$ cat src/sv/timestamp_nearest_trigger_matcher_core_assert.svh
// ----------------------------------------------------------------------------
// Assertion macros for the timestamp nearest-trigger matcher
// Concurrent check wrappers that compile away when NO_ASSERTIONS is set.
// ----------------------------------------------------------------------------
`ifndef TIMESTAMP_NEAREST_TRIGGER_MATCHER_CORE_ASSERT_SVH
`define TIMESTAMP_NEAREST_TRIGGER_MATCHER_CORE_ASSERT_SVH

`ifndef NO_ASSERTIONS
// Checked at every clock edge outside reset.
`define TSNM_ASSERT(lbl, clk, rst, prop, msg) \
   lbl: assert property (@(posedge clk) disable iff (rst) prop) else $error(msg);
// Checked at every clock edge, reset included.
`define TSNM_ASSERT_ALWAYS(lbl, clk, prop, msg) \
   lbl: assert property (@(posedge clk) prop) else $error(msg);
`else
`define TSNM_ASSERT(lbl, clk, rst, prop, msg)
`define TSNM_ASSERT_ALWAYS(lbl, clk, prop, msg)
`endif

`endif

$ cat src/sv/tsnm_pkg.sv
// ----------------------------------------------------------------------------
// tsnm_pkg
// Shared constants and types of the timestamp nearest-trigger matcher.
// ----------------------------------------------------------------------------
`timescale 1ns / 1ps
`default_nettype none

package tsnm_pkg;

   localparam int ENTRY_DEPTH   = 64;
   localparam int TRIGGER_DEPTH = 256;

   localparam int ENTRY_AW = (ENTRY_DEPTH > 1) ? $clog2(ENTRY_DEPTH) : 1;
   localparam int TRIG_AW  = (TRIGGER_DEPTH > 1) ? $clog2(TRIGGER_DEPTH) : 1;
   localparam int ENTRY_CW = $clog2(ENTRY_DEPTH + 1);
   localparam int TRIG_CW  = $clog2(TRIGGER_DEPTH + 1);

   localparam int TOL_W = 39;
   localparam logic [TOL_W-1:0] TOL_RESET    = 39'd400000;
   localparam logic [TOL_W-1:0] SEARCH_LIMIT = 39'd300000000000;

   // Request kinds carried in req_tuser.
   localparam logic [1:0] REQ_PUSH_ENTRY = 2'd0;
   localparam logic [1:0] REQ_PUSH_TRIG  = 2'd1;
   localparam logic [1:0] REQ_CLEAR_TRIG = 2'd2;
   localparam logic [1:0] REQ_RUN_MATCH  = 2'd3;

   // Register indexes on the configuration port.
   localparam logic REG_TOLERANCE = 1'b0;
   localparam logic REG_MATCH_ALL = 1'b1;

   typedef struct packed {
      logic [TOL_W-1:0] tolerance_ns;
      logic             match_all;
   } cfg_type;

endpackage

`default_nettype wire

$ cat src/sv/tsnm_cfg.sv
// ----------------------------------------------------------------------------
// tsnm_cfg
// APB register bank holding the match tolerance and the match-all switch.
// ----------------------------------------------------------------------------
`timescale 1ns / 1ps
`default_nettype none

module tsnm_cfg
   import tsnm_pkg::*;
(
   input  wire logic        clock,
   input  wire logic        reset,
   input  wire logic        csr_psel,
   input  wire logic        csr_penable,
   input  wire logic        csr_pwrite,
   input  wire logic [3:0]  csr_paddr,
   input  wire logic [63:0] csr_pwdata,
   output logic      [63:0] csr_prdata,
   output logic             csr_pready,
   output cfg_type          cfg
);

   cfg_type cfg_ff, cfg_in;
   logic    wr_stb;

   assign csr_pready = 1'b1;
   assign wr_stb     = csr_psel & csr_penable & csr_pwrite;

   // Register writes; address bit 3 selects the register.
   always_comb begin
      cfg_in = cfg_ff;
      if (wr_stb) begin
         case (csr_paddr[3])
            REG_TOLERANCE: cfg_in.tolerance_ns = csr_pwdata[TOL_W-1:0];
            REG_MATCH_ALL: cfg_in.match_all    = csr_pwdata[0];
            default:       cfg_in              = cfg_ff;
         endcase
      end
   end

   always_ff @(posedge clock) begin
      if (reset) begin
         cfg_ff.tolerance_ns <= TOL_RESET;
         cfg_ff.match_all    <= 1'b0;
      end else begin
         cfg_ff <= cfg_in;
      end
   end

   // Read mux.
   always_comb begin
      case (csr_paddr[3])
         REG_TOLERANCE: csr_prdata = {{(64-TOL_W){1'b0}}, cfg_ff.tolerance_ns};
         REG_MATCH_ALL: csr_prdata = {63'd0, cfg_ff.match_all};
         default:       csr_prdata = 64'd0;
      endcase
   end

   assign cfg = cfg_ff;

endmodule

`default_nettype wire

$ cat config.mk
export PLATFORM = sky130hd
export DESIGN_NAME = tsnm_cfg
export DESIGN_NICKNAME = d
export VERILOG_FILES = /design/src/sv/timestamp_nearest_trigger_matcher_core_assert.svh /design/src/sv/tsnm_pkg.sv /design/src/sv/tsnm_cfg.sv
export SDC_FILE = /design/constraint.sdc
export NUM_CORES = 1
export LEC_CHECK = 0
export BUFFER_PORTS_ARGS = -buffer_cell sky130_fd_sc_hd__buf_2
export CORE_UTILIZATION = 44
export CTS_BUF_LIST = sky130_fd_sc_hd__clkbuf_8
export CTS_CLUSTER_SIZE = 10
export DETAILED_ROUTE_END_ITERATION = 8
export GPL_TIMING_DRIVEN = 0
export PLACE_DENSITY = 0.89
export SYNTH_ARGS = -nofsm -noshare
export SYNTH_HDL_FRONTEND = slang
export SYNTH_SLANG_ARGS = --single-unit
$ cat constraint.sdc
create_clock -name clock -period 1.5 [get_ports clock]
set_input_delay 0.15 -clock clock [delete_from_list [all_inputs] [get_ports clock]]
set_output_delay 0.15 -clock clock [all_outputs]
set_load 0.01 [all_outputs]
==> results.yml, run 1 <==
clocking:
  tritoncts.num_buffers: 5
  post_cts_resize_count: 0
  clock-root-buffer: "clkbuf_8"
  clock_insertion_delay_worst_skew_ns: 0.29
  cts-htree-levels: 2
  cts_setup_buffers: 0
  cts.sink_count: 40
  max-clock-path-buffers: 2
  holdBufCountCts: 0
  tritoncts_clock_tree: "built"
  cts.reportedPaths.clkPinSlew_ns: 0.08
global_route:
  gr-total-overflow: 0
  first_global_vias: 1789
  grt_antenna_before_repair: 0
  grt_first_pass_wirelength_um: 7860
  track_usage: 0.191
  grt_max_degree: 13
sta:
  timing.clock.skew_ns: 0
  fmaxAchievable_ghz: 0.738
  final_critical_path_setup_slack_ns: 0.145
  rsz0062_at_grt: "false"
  final_critical_path_required_period_ns: 1.35
  final_report_setup_violation_count: 0
  layout_worst_path_cycle_share: 0.903
  setup-tns-final_ns: 0
  final-max-slew-violation-count: 0
  timing.final.hold_violations: 0
synthesis:
  ys_seq_area_frac: 0.360
  synth_area_per_cell_um2: 9.09
  synth.yosys.warnings: 0
  synth.area.top_cells: "dfxtp_1 (36%), nand2b_1 (19%), mux2i_1 (18%)"
  netlist.top_cell.by_area: "dfxtp_1"
  yosys.cell_types.count: 14
  synth_top_area_share: 0.360
  synthesis.area_um2: 2230
  ys_seq_elements: 40
  syn-instance-count: 245
place:
  detailedPlacementHpwl_um: 4170
  globalplace.congestion: 0.747
  io_buffers: 122
  placedCellCount: 458
  dp_worst_setup_slack_ns: 0.137
routing:
  viasPerCell: 4.28
  route.vias.total: 1995
  dr.pass1.iters: 4
  route.antenna.remaining_nets: 0
  drcViolationCount: 0
  drt-initial-drc-count: 24
  detail_route.wl_per_cell_um: 11.4
  totalWireLength_um: 5290
die:
  die_w_um: 73.1
  rows: 25
  full_die_area_um2: 5350
  core_um2: 4790
  ioPinCount: 178
  start_util: 0.465
  die_h_um: 73.1
power_and_ir_drop:
  power.ir.vdd_worst_mv: 0.442
  power_per_cell_area_nw_per_um2: 775
  part_of_the_total_power_dissipated_in_the_clock_network: 0.395
  share_seq_of_total_power: 0.453
  combPwrFrac: 0.152
  power_switching_uw: 567
  p_int_uw: 1870
  p_sw_frac: 0.233
  static-leakage-power_uw: 0.00157
worst_setup_path:
  crit_required_ns: 1.35
  timing.critical_path.mode_cell: "buf_2"
  worst_stage_delay_on_the_critical_path_ns: 0.38
  timing.critical_path.fanout_max: 10
  slowest_stage: "clkbuf_1"
  worst_setup_path_end_kind: "output pin"
  worst_ep_arrival_time_ns: 1.20
  worstSetupStartpointType: "input port"
  critPathKind: "input port to output pin"
  cell_chain_of_the_critical_path: "buf_2 -> clkbuf_1 -> mux2_2 -> buf_2"
finish:
  largest_reg_flops: 40
  synthToLayoutAreaGrowth_pct: 40.9
  number_of_fill_cells: 418
  stdcell_count: 466
  finalNetCount: 471
  insertedDiodeCount: 0
  sequential_cell_area_um2: 801
  multi_input_comb_area_um2: 1230
  layout.core_utilization: 0.655
  post_route_cells_drive_above_1_share: 0.409
flow_run:
  cap_viol_max_count: 0
worst_hold_path:
  class_of_the_tightest_hold_or_removal_check: "input port to flip-flop"
outcome:
  run_status: "complete, no violations"
==> synth_stat cells, drive strengths merged <==
cell type / number
nand2b: 67
dfxtp: 40
mux2i: 40
nor2b: 38
buf: 32
nor2: 12
clkbuf: 11
conb: 2
and4b: 1
mux2: 1
nand4: 1
==> logic make-up after synthesis <==
logic type             count (synthesis)  synth area share
AND/OR/NAND/NOR                      119             0.323
buffers and inverters                 43             0.129
multiplexers                          41             0.185
flip-flops                            40             0.360
other                                  2           0.00337
==> metrics by stage <==
| step | instance area (um2) | total power (uW) | hold WS (ns) |
|---|---|---|---|
| after CTS | 3140 | 2450 | 0.105 |
| after global placement | 3010 | 1490 | 0.405 |
| after global routing | 3140 | 2530 | 0.112 |
| after detailed placement | 3010 | 1500 | 0.413 |
| final | 3140 | 2430 | 0.110 |
| after floorplan | 2320 | 1360 | 0.305 |
==> final timing paths <==
check	from	to	cells past startpoint	slack, ns
worst max-delay path	csr_paddr[3]	csr_prdata[0]	4	0.15
worst min-delay path	csr_pwdata[17]	cfg[18]	3	0.11
worst max register to register	cfg[11]	cfg[11]	2	0.84
worst min register to register	cfg[28]	cfg[28]	2	0.49
==> area by class of cell <==
type                    count  share of cell area
repair buffers            122               0.195
clock buffers               7              0.0307
flip-flops and latches     40               0.255
plain buffers              43              0.0917
multi-input cells         186               0.391
clock inverters             1             0.00957
well taps                  67              0.0267
==> metal layers <==
metal | part of all wire | vias up | global-route usage
met5 | 0 | - | 0
met4 | 0.0085 | 0 | 0.0632
met3 | 0.069 | 4 | 0.0428
met2 | 0.52 | 81 | 0.364
met1 | 0.41 | 893 | 0.206
li1 | - | 1017 | -
==> power by group through the flow <==
stage	clock network [uW]	logic (uW)	registers [uW]
after floorplan	0	229	1130
after global placement	0	364	1120
after detailed placement	0	371	1130
after CTS	976	372	1100
after global routing	1020	407	1100
final	960	370	1100
==> layout by cell type (no fill, tap or decap), drive strengths merged <==
cell type / instances
dfxtp: 40
nor2b: 38
nor2: 12
clkbuf: 18
mux2i: 40
conb: 26
nand2b: 67
bufinv: 1
mux2: 1
nand4: 1
buf: 154
and4b: 1
==> critical path: cells and delay by family <==
kind	cells	cell delay (ns)
buffers and inverters	3	0.67
muxes	1	0.38
No activity file was read; power rests on OpenSTA's default activity.
==> inputs of run 2 (changes only) <==
--- a/config.mk
+++ b/config.mk
@@ -6,12 +6,12 @@
 export NUM_CORES = 1
 export LEC_CHECK = 0
 export BUFFER_PORTS_ARGS = -buffer_cell sky130_fd_sc_hd__buf_2
-export CORE_UTILIZATION = 44
+export CORE_UTILIZATION = 41
 export CTS_BUF_LIST = sky130_fd_sc_hd__clkbuf_8
 export CTS_CLUSTER_SIZE = 10
 export DETAILED_ROUTE_END_ITERATION = 8
 export GPL_TIMING_DRIVEN = 0
-export PLACE_DENSITY = 0.89
+export PLACE_DENSITY = 0.83
 export SYNTH_ARGS = -nofsm -noshare
 export SYNTH_HDL_FRONTEND = slang
 export SYNTH_SLANG_ARGS = --single-unit
==> run 2 against run 1 <==
Effect of this change: routed wire length is 3.7% lower; global-route usage down 2.1 points; sequential power about the same; register-to-register slack better by 0.02 ns; non-clock buffer count is the same; clock skew unchanged; sequential share of layout area grew 0.12 points; flip-flop and latch count unchanged; power fell by 4.7%; maximum frequency is 0.34% higher; clock power decreased by 12%.
==> results.yml, run 2 (synthesis results as in run 1) <==
clocking:
  holdBufCountCts: 0
  max-clock-path-buffers: 2
  post_cts_resize_count: 0
  tritoncts.num_buffers: 5
  cts-htree-levels: 2
  cts.sink_count: 40
  cts_setup_buffers: 0
  clock-root-buffer: "clkbuf_8"
  tritoncts_clock_tree: "built"
  cts.reportedPaths.clkPinSlew_ns: 0.08
  clock_insertion_delay_worst_skew_ns: 0.29
routing:
  drt-initial-drc-count: 59
  route.antenna.remaining_nets: 0
  totalWireLength_um: 5100
  viasPerCell: 4.22
  drcViolationCount: 0
  route.vias.total: 1980
  detail_route.wl_per_cell_um: 10.9
  dr.pass1.iters: 4
sta:
  final_critical_path_setup_slack_ns: 0.150
  timing.final.hold_violations: 0
  final_report_setup_violation_count: 0
  fmaxAchievable_ghz: 0.741
  layout_worst_path_cycle_share: 0.900
  timing.clock.skew_ns: 0
  setup-tns-final_ns: 0
  tightest_slew_ns: 0.528
  final_critical_path_required_period_ns: 1.35
  final-max-slew-violation-count: 0
  slew_headroom: 0.648
  rsz0062_at_grt: "false"
power_and_ir_drop:
  power.ir.vdd_worst_mv: 0.359
  power_per_cell_area_nw_per_um2: 742
  static-leakage-power_uw: 0.00157
  total_power_uw: 2320
die:
  start_util: 0.430
  full_die_area_um2: 5730
  ioPinCount: 178
  rows: 26
  die_w_um: 75.7
  die_h_um: 75.7
  core_um2: 5170
outcome:
  run_status: "complete, no violations"
finish:
  largest_reg_flops: 40
  multi_input_comb_area_um2: 1230
  sequential_cell_area_um2: 801
  insertedDiodeCount: 0
  synthToLayoutAreaGrowth_pct: 40.2
  layout.core_utilization: 0.604
  finalNetCount: 471
  final_common_cell: "buf_2"
  number_of_fill_cells: 483
  final_cell_mix: "buf_2 (124), nand2b_1 (67), mux2i_1 (40), dfxtp_1 (40), nor2b_1 (38)"
  post_route_cells_drive_above_1_share: 0.406
global_route:
  grt_first_pass_wirelength_um: 7200
  grt_antenna_before_repair: 0
  first_global_vias: 1647
  track_usage: 0.170
  gr-total-overflow: 0
  grt_max_degree: 13
place:
  detailedPlacementHpwl_um: 4070
  io_buffers: 122
  globalplace.congestion: 0.729
  dp_worst_setup_slack_ns: 0.141
worst_setup_path:
  worst_ep_arrival_time_ns: 1.20
  worstSetupStartpointType: "input port"
  crit_required_ns: 1.35
  ff2ff_setup_slack_ns: 0.86
  timing.critical_path.fanout_max: 10
  worst_setup_path_end_kind: "output pin"
  critPathKind: "input port to output pin"
flow_run:
  cap_viol_max_count: 0
worst_hold_path:
  class_of_the_tightest_hold_or_removal_check: "input port to flip-flop"
-- run 2: area by class of cell --
class                           count  share of cell area
Tap cell                           70              0.0281
Clock inverter                      3              0.0124
Sequential cell                    40               0.257
Clock buffer                        5              0.0220
Multi-Input combinational cell    186               0.393
Timing Repair Buffer              122               0.196
Buffer                             43              0.0922
-- run 2: through the flow --
step,cells,hold WS [ns],area (um2)
final,469,0.112,3120
after global routing,469,0.103,3120
after CTS,469,0.102,3120
after detailed placement,461,0.413,3010
after global placement,461,0.405,3010
after floorplan,269,0.305,2320
-- run 2: metal layers --
| layer | up-vias | track usage | wire (um) |
|---|---|---|---|
| li1 | 1020 | - | - |
| met1 | 873 | 0.184 | 2060 |
| met2 | 82 | 0.324 | 2670 |
| met3 | 5 | 0.0476 | 316 |
| met4 | 0 | 0.0432 | 50 |
| met5 | - | 0 | 0 |
-- run 2: path summary, 6_finish.rpt --
check | to | start | depth (start not counted)
worst max-delay path | csr_prdata[0] | csr_paddr[3] | 4
worst min-delay path | cfg[25] | csr_pwdata[24] | 3
worst max register to register | cfg[26] | cfg[26] | 2
worst min register to register | cfg[35] | cfg[35] | 2
-- run 2: where the power goes --
| part | internal (uW) | leakage, uW | switching (uW) |
|---|---|---|---|
| clock network | 487 | 0.0000593 | 359 |
| logic | 193 | 0.00119 | 177 |
| registers | 1080 | 0.000324 | 16.1 |
| total | 1760 | 0.00157 | 552 |
-- run 2: worst max-delay path: stages --
cell,delay (ns)
buf_2,0.14
clkbuf_1,0.39
mux2_2,0.38
buf_2,0.14
